`config.mk`:
```
export PLATFORM = sky130hd
export DESIGN_NAME = integer_power_unit
export DESIGN_NICKNAME = d
export VERILOG_FILES = /design/src/ipu_pkg.sv /design/src/integer_power_unit.sv /design/src/ipu_seq.sv
export SDC_FILE = /design/constraint.sdc
export NUM_CORES = 2
export LEC_CHECK = 0
export BUFFER_PORTS_ARGS = -buffer_cell sky130_fd_sc_hd__buf_2
export CAP_MARGIN = 20
export CORE_MARGIN = 4
export CORE_UTILIZATION = 45
export DETAILED_ROUTE_END_ITERATION = 16
export MAX_ROUTING_LAYER = met4
export SETUP_SLACK_MARGIN = 0.1
export SYNTH_ARGS = -nofsm -noshare
export SYNTH_HDL_FRONTEND = slang
export SYNTH_HIERARCHICAL = 1
export SYNTH_SLANG_ARGS = --single-unit
```
`constraint.sdc`:
```
create_clock -name clk -period 8.7 [get_ports clk]
set_clock_uncertainty 0.05 [all_clocks]
set_input_delay 1.74 -clock clk [delete_from_list [all_inputs] [get_ports clk]]
set_output_delay 1.74 -clock clk [all_outputs]
set_load 0.05 [all_outputs]
```
`src/ipu_pkg.sv`:
```
// ============================================================================
// ipu_pkg
// Shared types, constants and the control store for the integer power unit.
// ============================================================================
`default_nettype none

package ipu_pkg;

    // Width of the base, exponent and power fields.
    localparam int DATA_WIDTH = 32;

    // Control store addressing.
    localparam int STEP_W = 2;

    // Datapath operation codes.
    localparam logic [2:0] OP_NOP   = 3'd0;
    localparam logic [2:0] OP_LOAD  = 3'd1;
    localparam logic [2:0] OP_SQMUL = 3'd2;
    localparam logic [2:0] OP_FIN   = 3'd3;
    localparam logic [2:0] OP_NEG   = 3'd4;

    // Jump condition codes.
    localparam logic [1:0] COND_NONE   = 2'd0;
    localparam logic [1:0] COND_ALWAYS = 2'd1;
    localparam logic [1:0] COND_E_NEG  = 2'd2;
    localparam logic [1:0] COND_K_NZ   = 2'd3;

    // Step addresses of the microprogram.
    localparam logic [STEP_W-1:0] STEP_LOAD = 2'd0;
    localparam logic [STEP_W-1:0] STEP_LOOP = 2'd1;
    localparam logic [STEP_W-1:0] STEP_FIN  = 2'd2;
    localparam logic [STEP_W-1:0] STEP_NEG  = 2'd3;

    // Input transaction payload.
    typedef struct packed {
        logic signed [DATA_WIDTH-1:0] base;
        logic signed [DATA_WIDTH-1:0] exponent;
    } ipu_in_t;

    // Result transaction payload.
    typedef struct packed {
        logic signed [DATA_WIDTH-1:0] power;
        logic                         undefined_case;
    } ipu_out_t;

    // One control word of the microprogram.
    typedef struct packed {
        logic [2:0]        op;
        logic [1:0]        cond;
        logic [STEP_W-1:0] target;
        logic              last;
    } ipu_cw_t;

    // Control from the sequencer to the datapath.
    typedef struct packed {
        logic [2:0] op;
    } ipu_ctrl_t;

    // Status flags from the datapath to the sequencer.
    typedef struct packed {
        logic e_neg;
        logic k_nz;
    } ipu_flags_t;

    // Read-only control store: one control word per step.
    function automatic ipu_cw_t ucode_rom(input logic [STEP_W-1:0] step);
        ipu_cw_t cw;
        cw = '0;
        unique case (step)
            STEP_LOAD: cw = '{op: OP_LOAD,  cond: COND_E_NEG, target: STEP_NEG,  last: 1'b0};
            STEP_LOOP: cw = '{op: OP_SQMUL, cond: COND_K_NZ,  target: STEP_LOOP, last: 1'b0};
            STEP_FIN:  cw = '{op: OP_FIN,   cond: COND_NONE,  target: STEP_LOAD, last: 1'b1};
            STEP_NEG:  cw = '{op: OP_NEG,   cond: COND_NONE,  target: STEP_LOAD, last: 1'b1};
            default:   cw = '{op: OP_NOP,   cond: COND_NONE,  target: STEP_LOAD, last: 1'b1};
        endcase
        return cw;
    endfunction

endpackage

`default_nettype wire

```
`src/integer_power_unit.sv`:
```
// ============================================================================
// integer_power_unit
// Signed integer power with two's complement wraparound, computed by
// square-and-multiply under control of a small microprogram.
// A negative exponent jumps from the load step to the negative-exponent step;
// otherwise the loop step, one squaring and one multiply per exponent bit,
// repeats while exponent bits remain, then the finish step writes the result.
// A new transaction is accepted in the cycle its predecessor's result shows.
// Reset clears the sequencer and the result strobe; the receiver cannot stall.
// ============================================================================
`default_nettype none

module integer_power_unit
    import ipu_pkg::*;
(
    input  wire logic    clk,
    input  wire logic    rst_n,
    input  wire logic    start,
    output logic         busy,
    input  wire ipu_in_t operands,
    output logic         done,
    output ipu_out_t     result
);

    localparam int W = DATA_WIDTH;

    ipu_ctrl_t  ctrl;
    ipu_flags_t flags;
    logic       accept;

    logic [W-1:0]   base_reg;
    logic [W-1:0]   exp_reg;
    logic [W-1:0]   acc_reg;
    logic [W-1:0]   acc_next;
    logic [W-1:0]   sq_reg;
    logic [W-1:0]   sq_next;
    logic [W-1:0]   k_reg;
    logic [W-1:0]   k_next;
    logic [W-1:0]   power_reg;
    logic [W-1:0]   power_next;
    logic           undef_reg;
    logic           undef_next;
    logic           done_reg;
    logic           done_next;
    logic [2*W-1:0] prod_acc;
    logic [2*W-1:0] prod_sq;
    logic           b_zero;
    logic           b_one;
    logic           b_mone;
    logic           e_zero;

    // Sequencer with the control store.
    ipu_seq u_seq (
        .clk   (clk),
        .rst_n (rst_n),
        .start (start),
        .flags (flags),
        .busy  (busy),
        .ctrl  (ctrl)
    );

    assign accept = start && !busy;

    // Operand decode.
    assign b_zero = (base_reg == '0);
    assign b_one  = (base_reg == W'(1));
    assign b_mone = (base_reg == '1);
    assign e_zero = (exp_reg == '0);

    assign flags.e_neg = exp_reg[W-1];
    assign flags.k_nz  = (k_reg != '0);

    // The two multipliers of one square-and-multiply step.
    assign prod_acc = acc_reg * sq_reg;
    assign prod_sq  = sq_reg * sq_reg;

    // Datapath operations selected by the control word.
    always_comb
    begin
        acc_next   = acc_reg;
        sq_next    = sq_reg;
        k_next     = k_reg;
        power_next = power_reg;
        undef_next = undef_reg;
        done_next  = 1'b0;
        case (ctrl.op)
            OP_LOAD:
            begin
                acc_next = W'(1);
                sq_next  = base_reg;
                k_next   = exp_reg;
            end
            OP_SQMUL:
            begin
                if (k_reg[0])
                begin
                    acc_next = prod_acc[W-1:0];
                end
                sq_next = prod_sq[W-1:0];
                k_next  = k_reg >> 1;
            end
            OP_FIN:
            begin
                undef_next = b_zero && e_zero;
                power_next = (b_zero && e_zero) ? '0 : acc_reg;
                done_next  = 1'b1;
            end
            OP_NEG:
            begin
                // Only bases of magnitude one survive a negative exponent.
                undef_next = b_zero;
                if (b_one)
                begin
                    power_next = W'(1);
                end
                else if (b_mone)
                begin
                    power_next = exp_reg[0] ? '1 : W'(1);
                end
                else
                begin
                    power_next = '0;
                end
                done_next = 1'b1;
            end
            default:
            begin
                done_next = 1'b0;
            end
        endcase
    end

    // Operand and working registers.
    always_ff @(posedge clk)
    begin
        if (accept)
        begin
            base_reg <= operands.base;
            exp_reg  <= operands.exponent;
        end
        acc_reg   <= acc_next;
        sq_reg    <= sq_next;
        k_reg     <= k_next;
        power_reg <= power_next;
        undef_reg <= undef_next;
    end

    // Result strobe.
    always_ff @(posedge clk or negedge rst_n)
    begin
        if (!rst_n)
        begin
            done_reg <= 1'b0;
        end
        else
        begin
            done_reg <= done_next;
        end
    end

    assign done                  = done_reg;
    assign result.power          = power_reg;
    assign result.undefined_case = undef_reg;

endmodule

`default_nettype wire

```
`src/ipu_seq.sv`:
```
// ============================================================================
// ipu_seq
// Microcode sequencer: step counter, control store lookup and conditional
// jumps. Runs one program per accepted transaction.
// ============================================================================
`default_nettype none

module ipu_seq
    import ipu_pkg::*;
(
    input  wire logic       clk,
    input  wire logic       rst_n,
    input  wire logic       start,
    input  wire ipu_flags_t flags,
    output logic            busy,
    output ipu_ctrl_t       ctrl
);

    logic [STEP_W-1:0] pc_reg;
    logic [STEP_W-1:0] pc_next;
    logic              busy_reg;
    logic              busy_next;
    ipu_cw_t           cw;
    logic              cond_true;

    // Fetch the control word for the current step.
    assign cw = ucode_rom(pc_reg);

    // Evaluate the jump condition.
    always_comb
    begin
        unique case (cw.cond)
            COND_NONE:   cond_true = 1'b0;
            COND_ALWAYS: cond_true = 1'b1;
            COND_E_NEG:  cond_true = flags.e_neg;
            COND_K_NZ:   cond_true = flags.k_nz;
            default:     cond_true = 1'b0;
        endcase
    end

    // Next step and busy state.
    always_comb
    begin
        pc_next   = pc_reg;
        busy_next = busy_reg;
        if (!busy_reg)
        begin
            pc_next = STEP_LOAD;
            if (start)
            begin
                busy_next = 1'b1;
            end
        end
        else if (cw.last)
        begin
            pc_next   = STEP_LOAD;
            busy_next = 1'b0;
        end
        else if (cond_true)
        begin
            pc_next = cw.target;
        end
        else
        begin
            pc_next = pc_reg + 1'b1;
        end
    end

    // Sequencer registers.
    always_ff @(posedge clk or negedge rst_n)
    begin
        if (!rst_n)
        begin
            pc_reg   <= STEP_LOAD;
            busy_reg <= 1'b0;
        end
        else
        begin
            pc_reg   <= pc_next;
            busy_reg <= busy_next;
        end
    end

    // Only issue datapath operations while a program runs.
    assign busy    = busy_reg;
    assign ctrl.op = busy_reg ? cw.op : OP_NOP;

endmodule

`default_nettype wire

```
# Word level (Yosys, flattened, before mapping)
# Cells that the tools add are included.
# word_totals
output_inout_bits	35
regBits	197
ramBits	0
word_cells	58
mem_count	0
mem_bits_ro	0
latchBits	0
inputBits	67
# classes
n_mux	20
shift	0
div_mod_pow	0
multipliers	2
n_addsub	1
n_bitwise	0
n_eq_ne	13
order_cmp	0
reduce_logical	12
# op_table
cell	n
case mux 32 bit (2 select lines)	4
two-way mux 32 bit	5
logical NOT 32 bit	2
multiplier 32 x 32 -> 32 bit	2
== test 32 x 1 -> 1 bit (second input constant)	1
== test 32 bit (second input constant)	1
case mux 8 bit (4 select lines)	1
nonzero test 32 bit	1
== test 2 bit (second input constant)	4
== test 3 x 2 -> 1 bit (second input constant)	2
two-way mux 2 bit	3
== test 2 x 1 -> 1 bit (second input constant)	2
logical NOT 2 bit	2
two-way mux 1 bit	4
case mux 1 bit (4 select lines)	1
nonzero test 2 bit	2
== test 3 x 1 -> 1 bit (second input constant)	1
== test 3 bit (second input constant)	1
two-way mux 3 bit	1
adder 2 x 1 -> 2 bit (second input constant)	1
logical AND 1 bit	2
inequality test 2 bit (second input constant)	1
case mux 1 bit (2 select lines)	1
AND reduction 2 bit	1
2 further kinds	2

# Logic depth before layout (Yosys ltp)
# depth
depth_word	7
ltp_mapped	28
mapped_depth_nobuf	25

# By module
# The synthesis kept the hierarchy.
# modules_own_cells
mod	area_per_inst_um2	instances	seq_area_each_um2	cells_each
integer_power_unit	36439.9	1	5820.6	3687
ipu_seq	242.7	1	75.1	26

# Worst setup path after synthesis
# OpenSTA, ideal clock, no wires.
# synth_timing
path_type	reg2reg
startpoint	register sq_reg[4]
endpoint	register sq_reg[30] (data pin)
t_required_ns	8.383
setup_slack_ns	1.299
t_arrival_ns	7.084
period_less_slack_ns	7.401
path_stages_with_launch	25
n_path_buf	3
setup_time_ns	0.267
path_cell_list	edfxtp_1 clkbuf_1 clkbuf_1 clkbuf_1 nand2_1 fa_1 inv_1 fa_1 inv_1 fa_1 fa_1 inv_1 fa_1 fa_1 fa_1 fa_1 ha_1 and3_1 a221oi_1 o21ai_0 a221oi_1 nand4_1 a31oi_1 xor2_1 o21ai_0
# synth_between
elab_chain_cells	2
# synth_rtl
item	line	text
from (decl)	integer_power_unit.sv:35	logic [W-1:0] sq_reg;
from (signal assigned)	integer_power_unit.sv:142	sq_reg <= sq_next;
multiplier 32 x 32 -> 32 bit	integer_power_unit.sv:75	assign prod_sq = sq_reg * sq_reg;
case mux 32 bit (2 select lines)	integer_power_unit.sv:86	case (ctrl.op)
net sq_next[30]	integer_power_unit.sv:36	logic [W-1:0] sq_next;
# The timed path passes the listed nets, and every way through them passes these cells.
# A chain may end at the register's enable or synchronous reset.

# Final worst setup path
# layout_timing
startpoint	register sq_reg[3]
endpoint	register sq_reg[30] (data pin)
# The elaborated chain is that of the path after synthesis.

==> results.ini <==
[finish]
n_fill_cell=7611
flow.area_growth_from_synthesis_pct=6.55
drive_gt1_share_pct=6.14
fin_nets=4830
finalInstanceArea_sq_mm=0.0391

[cts]
cts_resized=0
cts_tree=yes
cts_buffer_depth=2
cts.clk_slew.worst_paths_ns=0.08
post_cts_buffers=0
clock-root-buffer=clkbuf_16
clock-sinks=197
cts_buffers=17
worstSkewPairLatency_ns=0.49
hold_buffers=0
h-tree-depth=4

[setup_path]
cpMostUsedCell=fa_1
critPathMaxStageDelay_ns=0.94
criticalPathCategory=register to register
cp.required_ns=8.86
cpLargestDelayFamily=adder cells
cp_max_fo=16
path_buf_inv=3
arrival_ns=8.29
slowest_stage=edfxtp_1
setup.worst_path.end_class=register
startpoint_type=register
cp_cell_sequence=nand2_1, fa_1, inv_1, fa_1, inv_1, fa_1, fa_1, inv_1, fa_1, fa_1, fa_1, fa_1, ha_1, and3_1, a221oi_1, o21ai_0, a221oi_1, nand4_1, a31oi_1, xor2_1, o21ai_0

[global_route]
grt-ovfl-total=0
grt_pass1_vias=27215
grt_pass1_wl_um=158000
grt_usage_pct=24.9
grt_max_degree=75
antenna_found_initial=1

[route]
vias_per_cell=5.20
wl_per_cell_um=20.6
initialDrtViolationCount=1553
vias=24966
final_antenna_net_count=0
drt-pass1-iter-count=6
routed_wl_um=98900
route.detailed.drc=0

[yosys]
synthesis.area_per_instance_sq_um=9.88
synth_area_leaders=fa_1, edfxtp_1, ha_1, inv_1, and2_1
syn_area_sq_mm=0.0367
synth_edf_count=193
synthArstFlopShare_pct=2.03
ys_types=64
ys.warnings.count=6
ys.flop_type=edfxtp_1
synthCells=3713
synthTopCellsByCount=inv_1, fa_1, nand2_1
yosysTopAreaCell=fa_1
ys_ff_latch=197
ys_seq_area_share_pct=16.1
synth_top_area_share_pct=42.1
synth.most_common_cell=inv_1
syn-num-nets=4812

[placement]
place_hpwl_um=77800
postPlaceCellArea_sq_mm=0.0384
place.gp.congestion=0.883
port_buffers=101

[timing]
period_share_pct=93.5
setup_viol=0
final_max_slew_viol_count=0
hold_violations=0
tns_ns=0
tightest_slew_ns=1.03
max_freq_mhz=123
rsz0062_at_grt=no
relSlewSlack_pct=31.4
min_period_ns=8.13

[job]
drv_cap=0

[floorplanning]
die_h_um=294
boundaryPins=102
initial_utilization_pct=45.5
core_sq_mm=0.0807
die-area_sq_mm=0.0861
placementRows=104
die_w_um=294

[outcome]
status=completed

[worst_hold_path]
hp-class=register to register

worst register-to-register path, delay by kind of cell (launching register included):
family | cells | cell delay, ns
AND/OR/NAND/NOR | 3 | 0.58
flip-flops | 1 | 0.94
adder cells (fa/ha/maj) | 9 | 4.37
buffers and inverters | 3 | 0.17
AO/OA/AOI/OAI | 5 | 1.59
XOR/XNOR | 1 | 0.17
per-stage QoR:
| stage | setup WS (ns) | utilization, % | std cells | hold WS (ns) |
|---|---|---|---|---|
| floorplan | 1.30 | - | 3713 | 0.460 |
| global placement | 0.821 | 47.6 | 4771 | 0.474 |
| detailed placement | 0.689 | 47.6 | 4771 | 0.482 |
| CTS | 0.672 | 48.4 | 4803 | 0.493 |
| global route | 0.148 | 48.4 | 4804 | 0.509 |
| finish | 0.567 | 48.4 | 4805 | 0.488 |
placed cells by master, fill, tap and decap left out, types with 4 or more instances in the layout:
cell / netlist / final
a211oi_1: 11 / 11
a21o_1: 59 / 59
a21oi_1: 47 / 46
a31oi_1: 6 / 6
and2_1: 412 / 411
and3_1: 13 / 13
buf_2: 1 / 101
buf_4: 1 / 69
clkbuf_16: 0 / 17
dfrtp_1: 4 / 4
edfxtp_1: 193 / 193
fa_1: 772 / 772
ha_1: 260 / 260
inv_1: 847 / 847
nand2_1: 517 / 516
nand2b_1: 11 / 10
nand3_1: 12 / 12
nand4_1: 19 / 19
nor2_1: 50 / 49
nor2b_1: 5 / 4
nor3_1: 14 / 14
nor3b_1: 4 / 4
nor4_1: 27 / 27
o211ai_1: 4 / 4
o21a_1: 11 / 11
o21ai_0: 45 / 45
o21bai_1: 7 / 6
or2_2: 4 / 4
xnor2_1: 87 / 87
xor2_1: 45 / 45
path summary, 6_finish.rpt:
| path | startpoint | endpoint | slack [ns] | cells past startpoint |
|---|---|---|---|---|
| setup / recovery | sq_reg[3] | sq_reg[30] | 0.57 | 21 |
| hold / removal | exp_reg[8] | k_reg[8] | 0.49 | 2 |
| min in group asynchronous | rst_n | done | 1.02 | 1 |
| max in group asynchronous | rst_n | u_seq/pc_reg[0] | 7.45 | 1 |
| hold reg to reg | exp_reg[8] | k_reg[8] | 0.49 | 2 |
| setup reg to reg | sq_reg[3] | sq_reg[30] | 0.57 | 21 |
logic make-up (layout without fill, tap and decap cells):
group,Yosys count,after routing,share of synthesized area [%]
multiplexers,4,4,0.113
flip-flops,197,197,16.1
XOR/XNOR,133,133,3.21
other,0,1,0
adder cells (fa/ha/maj),1032,1032,51.0
buffers and inverters,1020,1051,10.5
AO/OA/AOI/OAI,228,228,4.29
AND/OR/NAND/NOR,1099,1099,14.9
metal layers:
layer	share of wire, %	track usage (%)
met1	43	34.2
met2	47	38.9
met3	7.3	4.35
met4	2.4	6.21
met5	0	-
layout make-up:
type                            count  area [sq um]  area share (%)
Antenna cell                        1          2.50         0.00640
Clock buffer                       18           429            1.10
Clock inverter                     14           190           0.487
Inverter                          847          3180            8.13
Multi-Input combinational cell   2496         27000            69.1
Sequential cell                   197          5900            15.1
Tap cell                         1060          1330            3.39
Timing Repair Buffer              172          1070            2.74
Power is not shown: default switching activity piles up to over one toggle a cycle in this logic, so the estimate is an artifact.
